$ cat src/kfr_pkg.sv
// ----------------------------------------------------------------------------
// kfr_pkg
// Shared types and constants for the KISS frame receiver.
// ----------------------------------------------------------------------------
`default_nettype none

package kfr_pkg;

  // frame store geometry
  localparam int MaxFrame = 64;
  localparam int AddrW    = $clog2(MaxFrame);
  localparam int CntW     = $clog2(MaxFrame + 1);
  localparam int MinLenW  = 6;
  localparam int CmpW     = CntW + MinLenW;

  // protocol bytes
  localparam logic [7:0] FEND     = 8'hC0;
  localparam logic [7:0] FESC     = 8'hDB;
  localparam logic [7:0] TFEND    = 8'hDC;
  localparam logic [7:0] TFESC    = 8'hDD;
  localparam logic [7:0] CMD_DATA = 8'h00;

  localparam logic [MinLenW-1:0] MIN_RAW_RESET = 6'd14;

  // input operation codes
  localparam logic OP_BYTE  = 1'b0;
  localparam logic OP_RESET = 1'b1;

  typedef enum logic [1:0] {
    MODE_HUNT  = 2'd0,
    MODE_CMD   = 2'd1,
    MODE_FRAME = 2'd2
  } rx_mode_e;

  typedef enum logic [1:0] {
    DR_IDLE = 2'd0,
    DR_READ = 2'd1,
    DR_LOAD = 2'd2
  } drain_state_e;

  typedef struct packed {
    logic       op;
    logic [7:0] rx_byte;
  } in_word_t;

  typedef struct packed {
    logic [7:0] out_byte;
    logic       last;
  } out_word_t;

  // write port into the frame store
  typedef struct packed {
    logic             en;
    logic [AddrW-1:0] addr;
    logic [7:0]       data;
  } store_wr_t;

  // request from the receiver to start a readout burst
  typedef struct packed {
    logic            start;
    logic [CntW-1:0] count;
  } drain_req_t;

endpackage

`default_nettype wire

$ cat src/kfr_store.sv
// ----------------------------------------------------------------------------
// kfr_store
// Frame byte store: one write port, one read port, registered read data.
// ----------------------------------------------------------------------------
`default_nettype none

module kfr_store (
  input  wire logic                     clk_i,
  input  wire kfr_pkg::store_wr_t       wr_i,
  input  wire logic                     rd_en_i,
  input  wire logic [kfr_pkg::AddrW-1:0] rd_addr_i,
  output      logic [7:0]               rd_data_o
);

  logic [7:0] mem [kfr_pkg::MaxFrame];
  logic [7:0] rd_data_q;

  // write side
  always_ff @(posedge clk_i) begin
    if (wr_i.en) begin
      mem[wr_i.addr] <= wr_i.data;
    end
  end

  // read side, registered read data
  always_ff @(posedge clk_i) begin
    if (rd_en_i) begin
      rd_data_q <= mem[rd_addr_i];
    end
  end

  assign rd_data_o = rd_data_q;

endmodule

`default_nettype wire

$ cat src/kfr_rx.sv
// ----------------------------------------------------------------------------
// kfr_rx
// Byte-level receiver: frame hunting, command check, unescaping and store
// writes; requests a readout burst on an accepted closing frame end.
// ----------------------------------------------------------------------------
`default_nettype none

module kfr_rx (
  input  wire logic                          clk_i,
  input  wire logic                          rst_ni,
  input  wire logic                          accept_i,
  input  wire kfr_pkg::in_word_t             word_i,
  input  wire logic [kfr_pkg::MinLenW-1:0]   min_raw_len_i,
  output      kfr_pkg::store_wr_t            wr_o,
  output      kfr_pkg::drain_req_t           req_o
);

  kfr_pkg::rx_mode_e            mode_q, mode_d;
  logic [kfr_pkg::CntW-1:0]     raw_q, raw_d;
  logic [kfr_pkg::CntW-1:0]     stored_q, stored_d;
  logic                         esc_q, esc_d;
  logic                         ovf_q, ovf_d;

  // state registers
  always_ff @(posedge clk_i or negedge rst_ni) begin
    if (!rst_ni) begin
      mode_q   <= kfr_pkg::MODE_HUNT;
      raw_q    <= '0;
      stored_q <= '0;
      esc_q    <= 1'b0;
      ovf_q    <= 1'b0;
    end else begin
      mode_q   <= mode_d;
      raw_q    <= raw_d;
      stored_q <= stored_d;
      esc_q    <= esc_d;
      ovf_q    <= ovf_d;
    end
  end

  // decode of one received word
  always_comb begin
    logic       st_en;
    logic [7:0] st_data;
    logic [7:0] b;
    st_en    = 1'b0;
    st_data  = 8'h00;
    b        = word_i.rx_byte;
    mode_d   = mode_q;
    raw_d    = raw_q;
    stored_d = stored_q;
    esc_d    = esc_q;
    ovf_d    = ovf_q;
    req_o    = '0;
    wr_o     = '0;

    if (accept_i) begin
      if (word_i.op == kfr_pkg::OP_RESET) begin
        mode_d = kfr_pkg::MODE_HUNT;
      end else begin
        unique case (mode_q)
          kfr_pkg::MODE_CMD: begin
            if (b == kfr_pkg::FEND) begin
              mode_d = kfr_pkg::MODE_CMD;
            end else if (b == kfr_pkg::CMD_DATA) begin
              mode_d   = kfr_pkg::MODE_FRAME;
              raw_d    = '0;
              stored_d = '0;
              esc_d    = 1'b0;
              ovf_d    = 1'b0;
            end else begin
              mode_d = kfr_pkg::MODE_HUNT;
            end
          end
          kfr_pkg::MODE_FRAME: begin
            if (b == kfr_pkg::FEND) begin
              // closing frame end: release the frame if long enough, intact and not empty
              if (!ovf_q && stored_q != '0 &&
                  kfr_pkg::CmpW'(raw_q) > kfr_pkg::CmpW'(min_raw_len_i)) begin
                req_o.start = 1'b1;
                req_o.count = stored_q;
              end
              mode_d = kfr_pkg::MODE_CMD;
              esc_d  = 1'b0;
            end else if (!ovf_q) begin
              if (raw_q >= kfr_pkg::CntW'(kfr_pkg::MaxFrame)) begin
                ovf_d = 1'b1;
              end else begin
                raw_d = raw_q + 1'b1;
                if (esc_q) begin
                  esc_d = 1'b0;
                  if (b == kfr_pkg::TFESC) begin
                    st_en   = 1'b1;
                    st_data = kfr_pkg::FESC;
                  end else if (b == kfr_pkg::TFEND) begin
                    st_en   = 1'b1;
                    st_data = kfr_pkg::FEND;
                  end
                end else if (b == kfr_pkg::FESC) begin
                  esc_d = 1'b1;
                end else begin
                  st_en   = 1'b1;
                  st_data = b;
                end
              end
            end
          end
          default: begin
            // hunting, and the unused mode code
            mode_d = (b == kfr_pkg::FEND) ? kfr_pkg::MODE_CMD : kfr_pkg::MODE_HUNT;
          end
        endcase
      end
    end

    // store write, guarded against a full store
    if (st_en && stored_q < kfr_pkg::CntW'(kfr_pkg::MaxFrame)) begin
      wr_o.en   = 1'b1;
      wr_o.addr = stored_q[kfr_pkg::AddrW-1:0];
      wr_o.data = st_data;
      stored_d  = stored_q + 1'b1;
    end
  end

endmodule

`default_nettype wire

$ cat src/kfr_drain.sv
// ----------------------------------------------------------------------------
// kfr_drain
// Readout sequencer: walks the frame store and feeds the output register,
// marking the final byte.
// ----------------------------------------------------------------------------
`default_nettype none

module kfr_drain (
  input  wire logic                          clk_i,
  input  wire logic                          rst_ni,
  input  wire kfr_pkg::drain_req_t           req_i,
  output      logic                          busy_o,
  output      logic                          rd_en_o,
  output      logic [kfr_pkg::AddrW-1:0]     rd_addr_o,
  input  wire logic [7:0]                    rd_data_i,
  output      logic                          out_valid_o,
  input  wire logic                          out_stall_i,
  output      kfr_pkg::out_word_t            out_word_o
);

  kfr_pkg::drain_state_e        state_q, state_d;
  logic [kfr_pkg::CntW-1:0]     idx_q, idx_d;
  logic [kfr_pkg::CntW-1:0]     cnt_q, cnt_d;
  logic                         out_valid_q, out_valid_d;
  kfr_pkg::out_word_t           out_word_q;
  logic                         load;
  logic                         is_last;

  // control registers
  always_ff @(posedge clk_i or negedge rst_ni) begin
    if (!rst_ni) begin
      state_q     <= kfr_pkg::DR_IDLE;
      idx_q       <= '0;
      cnt_q       <= '0;
      out_valid_q <= 1'b0;
    end else begin
      state_q     <= state_d;
      idx_q       <= idx_d;
      cnt_q       <= cnt_d;
      out_valid_q <= out_valid_d;
    end
  end

  // output payload register
  always_ff @(posedge clk_i) begin
    if (load) begin
      out_word_q.out_byte <= rd_data_i;
      out_word_q.last     <= is_last;
    end
  end

  assign is_last = (idx_q + 1'b1) == cnt_q;

  // sequencer
  always_comb begin
    state_d   = state_q;
    idx_d     = idx_q;
    cnt_d     = cnt_q;
    rd_en_o   = 1'b0;
    rd_addr_o = idx_q[kfr_pkg::AddrW-1:0];
    load      = 1'b0;
    unique case (state_q)
      kfr_pkg::DR_IDLE: begin
        if (req_i.start) begin
          idx_d   = '0;
          cnt_d   = req_i.count;
          state_d = kfr_pkg::DR_READ;
        end
      end
      kfr_pkg::DR_READ: begin
        // issue a read once the output register frees up this cycle
        if (!out_valid_q || !out_stall_i) begin
          rd_en_o = 1'b1;
          state_d = kfr_pkg::DR_LOAD;
        end
      end
      kfr_pkg::DR_LOAD: begin
        load    = 1'b1;
        idx_d   = idx_q + 1'b1;
        state_d = is_last ? kfr_pkg::DR_IDLE : kfr_pkg::DR_READ;
      end
      default: begin
        state_d = kfr_pkg::DR_IDLE;
      end
    endcase
  end

  // output valid: set on load, cleared when taken
  always_comb begin
    out_valid_d = out_valid_q;
    if (load) begin
      out_valid_d = 1'b1;
    end else if (out_valid_q && !out_stall_i) begin
      out_valid_d = 1'b0;
    end
  end

  assign busy_o      = state_q != kfr_pkg::DR_IDLE;
  assign out_valid_o = out_valid_q;
  assign out_word_o  = out_word_q;

endmodule

`default_nettype wire

$ cat src/kiss_frame_receiver_unit.sv
// ----------------------------------------------------------------------------
// kiss_frame_receiver_unit
// KISS link receiver: unescapes data frames into a byte store and bursts
// each accepted frame out with a last mark on its final byte.
// ----------------------------------------------------------------------------
//
//   channel   signals                              word
//   --------  -----------------------------------  --------------------------
//   input     in_valid_i, in_stall_o, in_word_i     op, rx_byte
//   output    out_valid_o, out_stall_i, out_word_o  out_byte, last
//   config    cfg_we_i, cfg_wdata_i                 min_raw_len (6 bits)
//
// An input word is decoded and written to the store at the edge that accepts
// it. A released frame is read back through the store's registered read
// and the single output register, the next byte only once the last is
// loaded. in_stall_o is high for the whole burst. Output stalls pause the
// burst with no loss. Reset returns to hunting with min_raw_len 14; the
// store needs no clearing, so words are taken as soon as reset is released.
`default_nettype none

module kiss_frame_receiver_unit (
  input  wire logic                        clk_i,
  input  wire logic                        rst_ni,
  input  wire logic                        in_valid_i,
  output      logic                        in_stall_o,
  input  wire kfr_pkg::in_word_t           in_word_i,
  output      logic                        out_valid_o,
  input  wire logic                        out_stall_i,
  output      kfr_pkg::out_word_t          out_word_o,
  input  wire logic                        cfg_we_i,
  input  wire logic [kfr_pkg::MinLenW-1:0] cfg_wdata_i
);

  logic [kfr_pkg::MinLenW-1:0] min_raw_len_q;
  logic                        accept;
  logic                        busy;
  kfr_pkg::store_wr_t          wr;
  kfr_pkg::drain_req_t         req;
  logic                        rd_en;
  logic [kfr_pkg::AddrW-1:0]   rd_addr;
  logic [7:0]                  rd_data;

  // length threshold register
  always_ff @(posedge clk_i or negedge rst_ni) begin
    if (!rst_ni) begin
      min_raw_len_q <= kfr_pkg::MIN_RAW_RESET;
    end else if (cfg_we_i) begin
      min_raw_len_q <= cfg_wdata_i;
    end
  end

  // input handshake
  assign in_stall_o = busy;
  assign accept     = in_valid_i && !busy;

  kfr_rx u_rx (
    .clk_i         (clk_i),
    .rst_ni        (rst_ni),
    .accept_i      (accept),
    .word_i        (in_word_i),
    .min_raw_len_i (min_raw_len_q),
    .wr_o          (wr),
    .req_o         (req)
  );

  kfr_store u_store (
    .clk_i     (clk_i),
    .wr_i      (wr),
    .rd_en_i   (rd_en),
    .rd_addr_i (rd_addr),
    .rd_data_o (rd_data)
  );

  kfr_drain u_drain (
    .clk_i       (clk_i),
    .rst_ni      (rst_ni),
    .req_i       (req),
    .busy_o      (busy),
    .rd_en_o     (rd_en),
    .rd_addr_o   (rd_addr),
    .rd_data_i   (rd_data),
    .out_valid_o (out_valid_o),
    .out_stall_i (out_stall_i),
    .out_word_o  (out_word_o)
  );

endmodule

`default_nettype wire

$ cat config.mk
export PLATFORM = sky130hd
export DESIGN_NAME = kiss_frame_receiver_unit
export DESIGN_NICKNAME = d
export VERILOG_FILES = /design/src/kfr_pkg.sv /design/src/kfr_store.sv /design/src/kfr_rx.sv /design/src/kfr_drain.sv /design/src/kiss_frame_receiver_unit.sv
export SDC_FILE = /design/constraint.sdc
export NUM_CORES = 1
export LEC_CHECK = 0
export ABC_AREA = 1
export BUFFER_PORTS_ARGS = -buffer_cell sky130_fd_sc_hd__buf_2
export CORE_UTILIZATION = 45
export DETAILED_ROUTE_END_ITERATION = 10
export MAX_ROUTING_LAYER = met4
export PLACE_DENSITY_LB_ADDON = 0.05
export SLEW_MARGIN = 20
export SYNTH_ARGS = -nofsm -noshare
export SYNTH_HDL_FRONTEND = slang
export SYNTH_SLANG_ARGS = --single-unit
$ cat constraint.sdc
create_clock -name clk_i -period 4.45 [get_ports clk_i]
set_input_delay 0.2225 -clock clk_i [delete_from_list [all_inputs] [get_ports clk_i]]
set_output_delay 0.2225 -clock clk_i [all_outputs]
set_load 0.01 [all_outputs]
==> flow_metrics.env <==
export IMPL_syn_area_sq_um=23800
export IMPL_post_drt_wl_per_cell_microns=22.0
export IMPL_crit_top_cell="nor2_1"
export IMPL_synth_edf_count=529
export IMPL_dr_pass1_iters=5
export IMPL_cts_sinks=570
export IMPL_hold_start="in_word_i[7]"
export IMPL_cts_resized=0
export IMPL_cts_buffer_depth=3
export IMPL_die_w_microns=232
export IMPL_drc_errors=0
export IMPL_slew_viol_final=0
export IMPL_synth_ff_type="edfxtp_1"
export IMPL_worstSkewPairLatency_ns=0.63
export IMPL_synth_common_cells="nand2_1 (703), edfxtp_1 (529), nor2_1 (194), nand3_1 (186), a21oi_1 (77)"
export IMPL_antenna_left=0
export IMPL_vdd_drop_max_uv=403
export IMPL_p_total_mw=10.7
export IMPL_critPathArrivalTime_ns=3.49
export IMPL_design_portCount=31
export IMPL_slowest_stage="nor2_1"
export IMPL_io_buffers=30
export IMPL_finalSetupTns_ns=0
export IMPL_final_util=0.521
export IMPL_vias=15800
export IMPL_fp_row_count=83
export IMPL_cp_required_ns=4.70
export IMPL_maxSlewHeadroom=0.313
export IMPL_hold_viol=0
export IMPL_nFillCells=4615
export IMPL_synth_area_per_cell_sq_um=11.2
export IMPL_hpwlAfterDp_microns=37500
export IMPL_synth_area_leaders="edfxtp_1 (67%), nand2_1 (11%), dfrtp_1 (4.0%)"
export IMPL_r2r_slack_ns=1.21
export IMPL_setup_viol=0
export IMPL_hold_slack_ns=0.0320
export IMPL_crit_fanout=17
export IMPL_holdPathEnd="u_rx.mode_q[1]"
export IMPL_synth_top_cell_area_share=0.667
export IMPL_cts_buffers_inserted=60
export IMPL_via_per_inst=5.43
export IMPL_fmax_ghz=0.309
export IMPL_reg2reg_from="u_rx.mode_q[0]"
export IMPL_synth_nets=2156
export IMPL_grt_max_degree=217
export IMPL_status="completed"
export IMPL_area_delta_synth_final_pct=13.4
export IMPL_leakage_nw=9.13
export IMPL_worst_clock_skew_ns=0.0200
export IMPL_max_stage_delay_ns=0.51
export IMPL_yosys_area_top_type="edfxtp_1"
export IMPL_p_per_area_nw_per_um2=397
export IMPL_antenna_found_initial=0
export IMPL_die_h_microns=232
export IMPL_cp_end_kind="flop"
export IMPL_h_tree_depth=2
export IMPL_cts_root_buf="clkbuf_16"
export IMPL_track_usage=0.250
export IMPL_worst_pin_slew_ns=1.03
export IMPL_yosys_cell_count_top_type="nand2_1"
export IMPL_crit_chain="inv_1 > ha_1 > nand2_1 > nor2_1 > nand2_2 > inv_4 > nand4_1 > buf_4 > nor2_1"
export IMPL_max_cap_violations=0
export IMPL_cts_tree="done"
export IMPL_layout_nets=2209
export IMPL_die_area_sq_um=53800
export IMPL_start_util=0.459
export IMPL_hold_class="input port to flop"
export IMPL_ys_seq_area_frac=0.710
export IMPL_syn_inst=2123
export IMPL_timing_rr_end="u_store.mem[35][2]"
export IMPL_yosys_warnings=0
export IMPL_async_flop_share=0.0719
export IMPL_ys_types=38
export IMPL_overflow=0
export IMPL_clk_pin_slew_ns=0.06
export IMPL_fin_crit_sh=0.728
export IMPL_drive_gt1_frac=0.0871
export IMPL_rsz0062_at_grt="no"
export IMPL_num_antenna_cells=0
export IMPL_core_sq_um=51800
export IMPL_routed_wl_microns=63900
export IMPL_drt_initial_drc_count=1500
export IMPL_grt_pass1_wl_microns=96800
export IMPL_crit_type="flop to flop"
export IMPL_grt_pass1_vias=15800
export IMPL_post_route_min_period_ns=3.24
export IMPL_gp_congestion=0.851
export IMPL_ff2ff_path_depth=9
export IMPL_critPathLaunchType="flop"
export IMPL_synth_seq_cells=570
export IMPL_hold_depth=4
[repair_timing]
item / CTS / global route
hold endpoints to repair: 49 / 0
buffers inserted: 0 / 0
hold buffers: 21 / 0
[flip-flops by register name (all words and copies together) (netlist names)]
signal               flops
u_drain.out_word_o       9
u_store.mem            512
min_raw_len_q            6
u_drain.state_q          2
u_rx.ovf_q               1
u_rx.raw_q               7
u_rx.mode_q              2
u_rx.stored_q            7
u_rx.esc_q               1
u_drain.idx_q            7
u_drain.out_valid_o      1
u_store.rd_data_o        8
u_drain.cnt_q            7
[worst max-delay path, delay by kind of cell (launching register included)]
family                   cells  cell delay [ns]
AND/OR/NAND/NOR              5             1.50
buffers and inverters        3             0.66
adder cells (fa/ha/maj)      1             0.29
flip-flops                   1             0.40
[how the worst max path moves through the flow]
stage | end | cells past startpoint | from | slack (ns)
3_5_place_dp | u_store.mem[35][7] | 9 | u_rx.mode_q[0] | 1.17
3_3_place_gp | u_store.mem[8][7] | 9 | u_drain.state_q[0] | 1.31
4_1_cts | u_store.mem[35][7] | 9 | u_rx.mode_q[0] | 1.16
6_report | u_store.mem[35][2] | 9 | u_rx.mode_q[0] | 1.21
5_1_grt | u_store.mem[19][2] | 9 | u_rx.mode_q[0] | 0.91
2_1_floorplan | u_store.mem[0][7] | 6 | u_rx.mode_q[0] | 0.005
[routing by layer]
layer,wire (microns),GRT usage,up-vias
met5,0,-,-
met4,1610,0.0693,0
met3,4270,0.0490,97
met2,29500,0.382,491
met1,28400,0.341,7726
li1,-,-,7465
[where the power goes]
part | internal (mW) | total (mW) | switching, mW
sequential | 5.78 | 5.78 | 0.00266
combinational | 0.0316 | 0.0656 | 0.0340
clock | 2.82 | 4.88 | 2.07
total | 8.62 | 10.7 | 2.10
[cell families (layout without fill, tap and decap cells)]
logic type / count (synthesis) / count (layout) / synth area share
flip-flops: 570 / 570 / 0.710
XOR/XNOR: 9 / 9 / 0.00389
AO/OA/AOI/OAI: 238 / 238 / 0.0589
multiplexers: 1 / 1 / 0.000473
adder cells (fa/ha/maj): 13 / 13 / 0.00683
buffers and inverters: 178 / 282 / 0.0303
AND/OR/NAND/NOR: 1114 / 1114 / 0.189
[cell usage in the layout, fill, tap and decap left out, drive strengths merged, types with 2 or more instances in the layout]
cell type	n
nand2	706
edfxtp	529
nor2	196
nand3	186
clkbuf	79
buf	79
a21oi	77
inv	67
o21ai	64
dfrtp	38
o211ai	34
a21boi	32
clkinv	28
o22ai	25
dlygate4sd3	21
ha	13
nand4	13
nor3	10
xor2	6
bufinv	5
clkinvlp	3
dfstp	3
nand3b	2
o21bai	2
o31ai	2
xnor2	2
[per-stage QoR]
step                setup slack, ns  std cells  instance area (sq um)
CTS                            1.16       2907                  27000
finish                         1.21       2907                  27000
detailed placement             1.17       2773                  24900
global route                  0.910       2907                  27000
global placement               1.31       2773                  24900
floorplan                   0.00509       2123                  23800
[final cells by class]
cell class | instances | area (sq um) | share of cell area
clock buffer | 79 | 1600 | 0.0594
clock inverter | 34 | 308 | 0.0114
inverter | 69 | 267 | 0.00987
multi-input combinational | 1375 | 6250 | 0.232
sequential | 570 | 16900 | 0.627
tap | 680 | 851 | 0.0315
timing repair buffer | 100 | 791 | 0.0293
No activity file was read; power rests on OpenSTA's default activity.
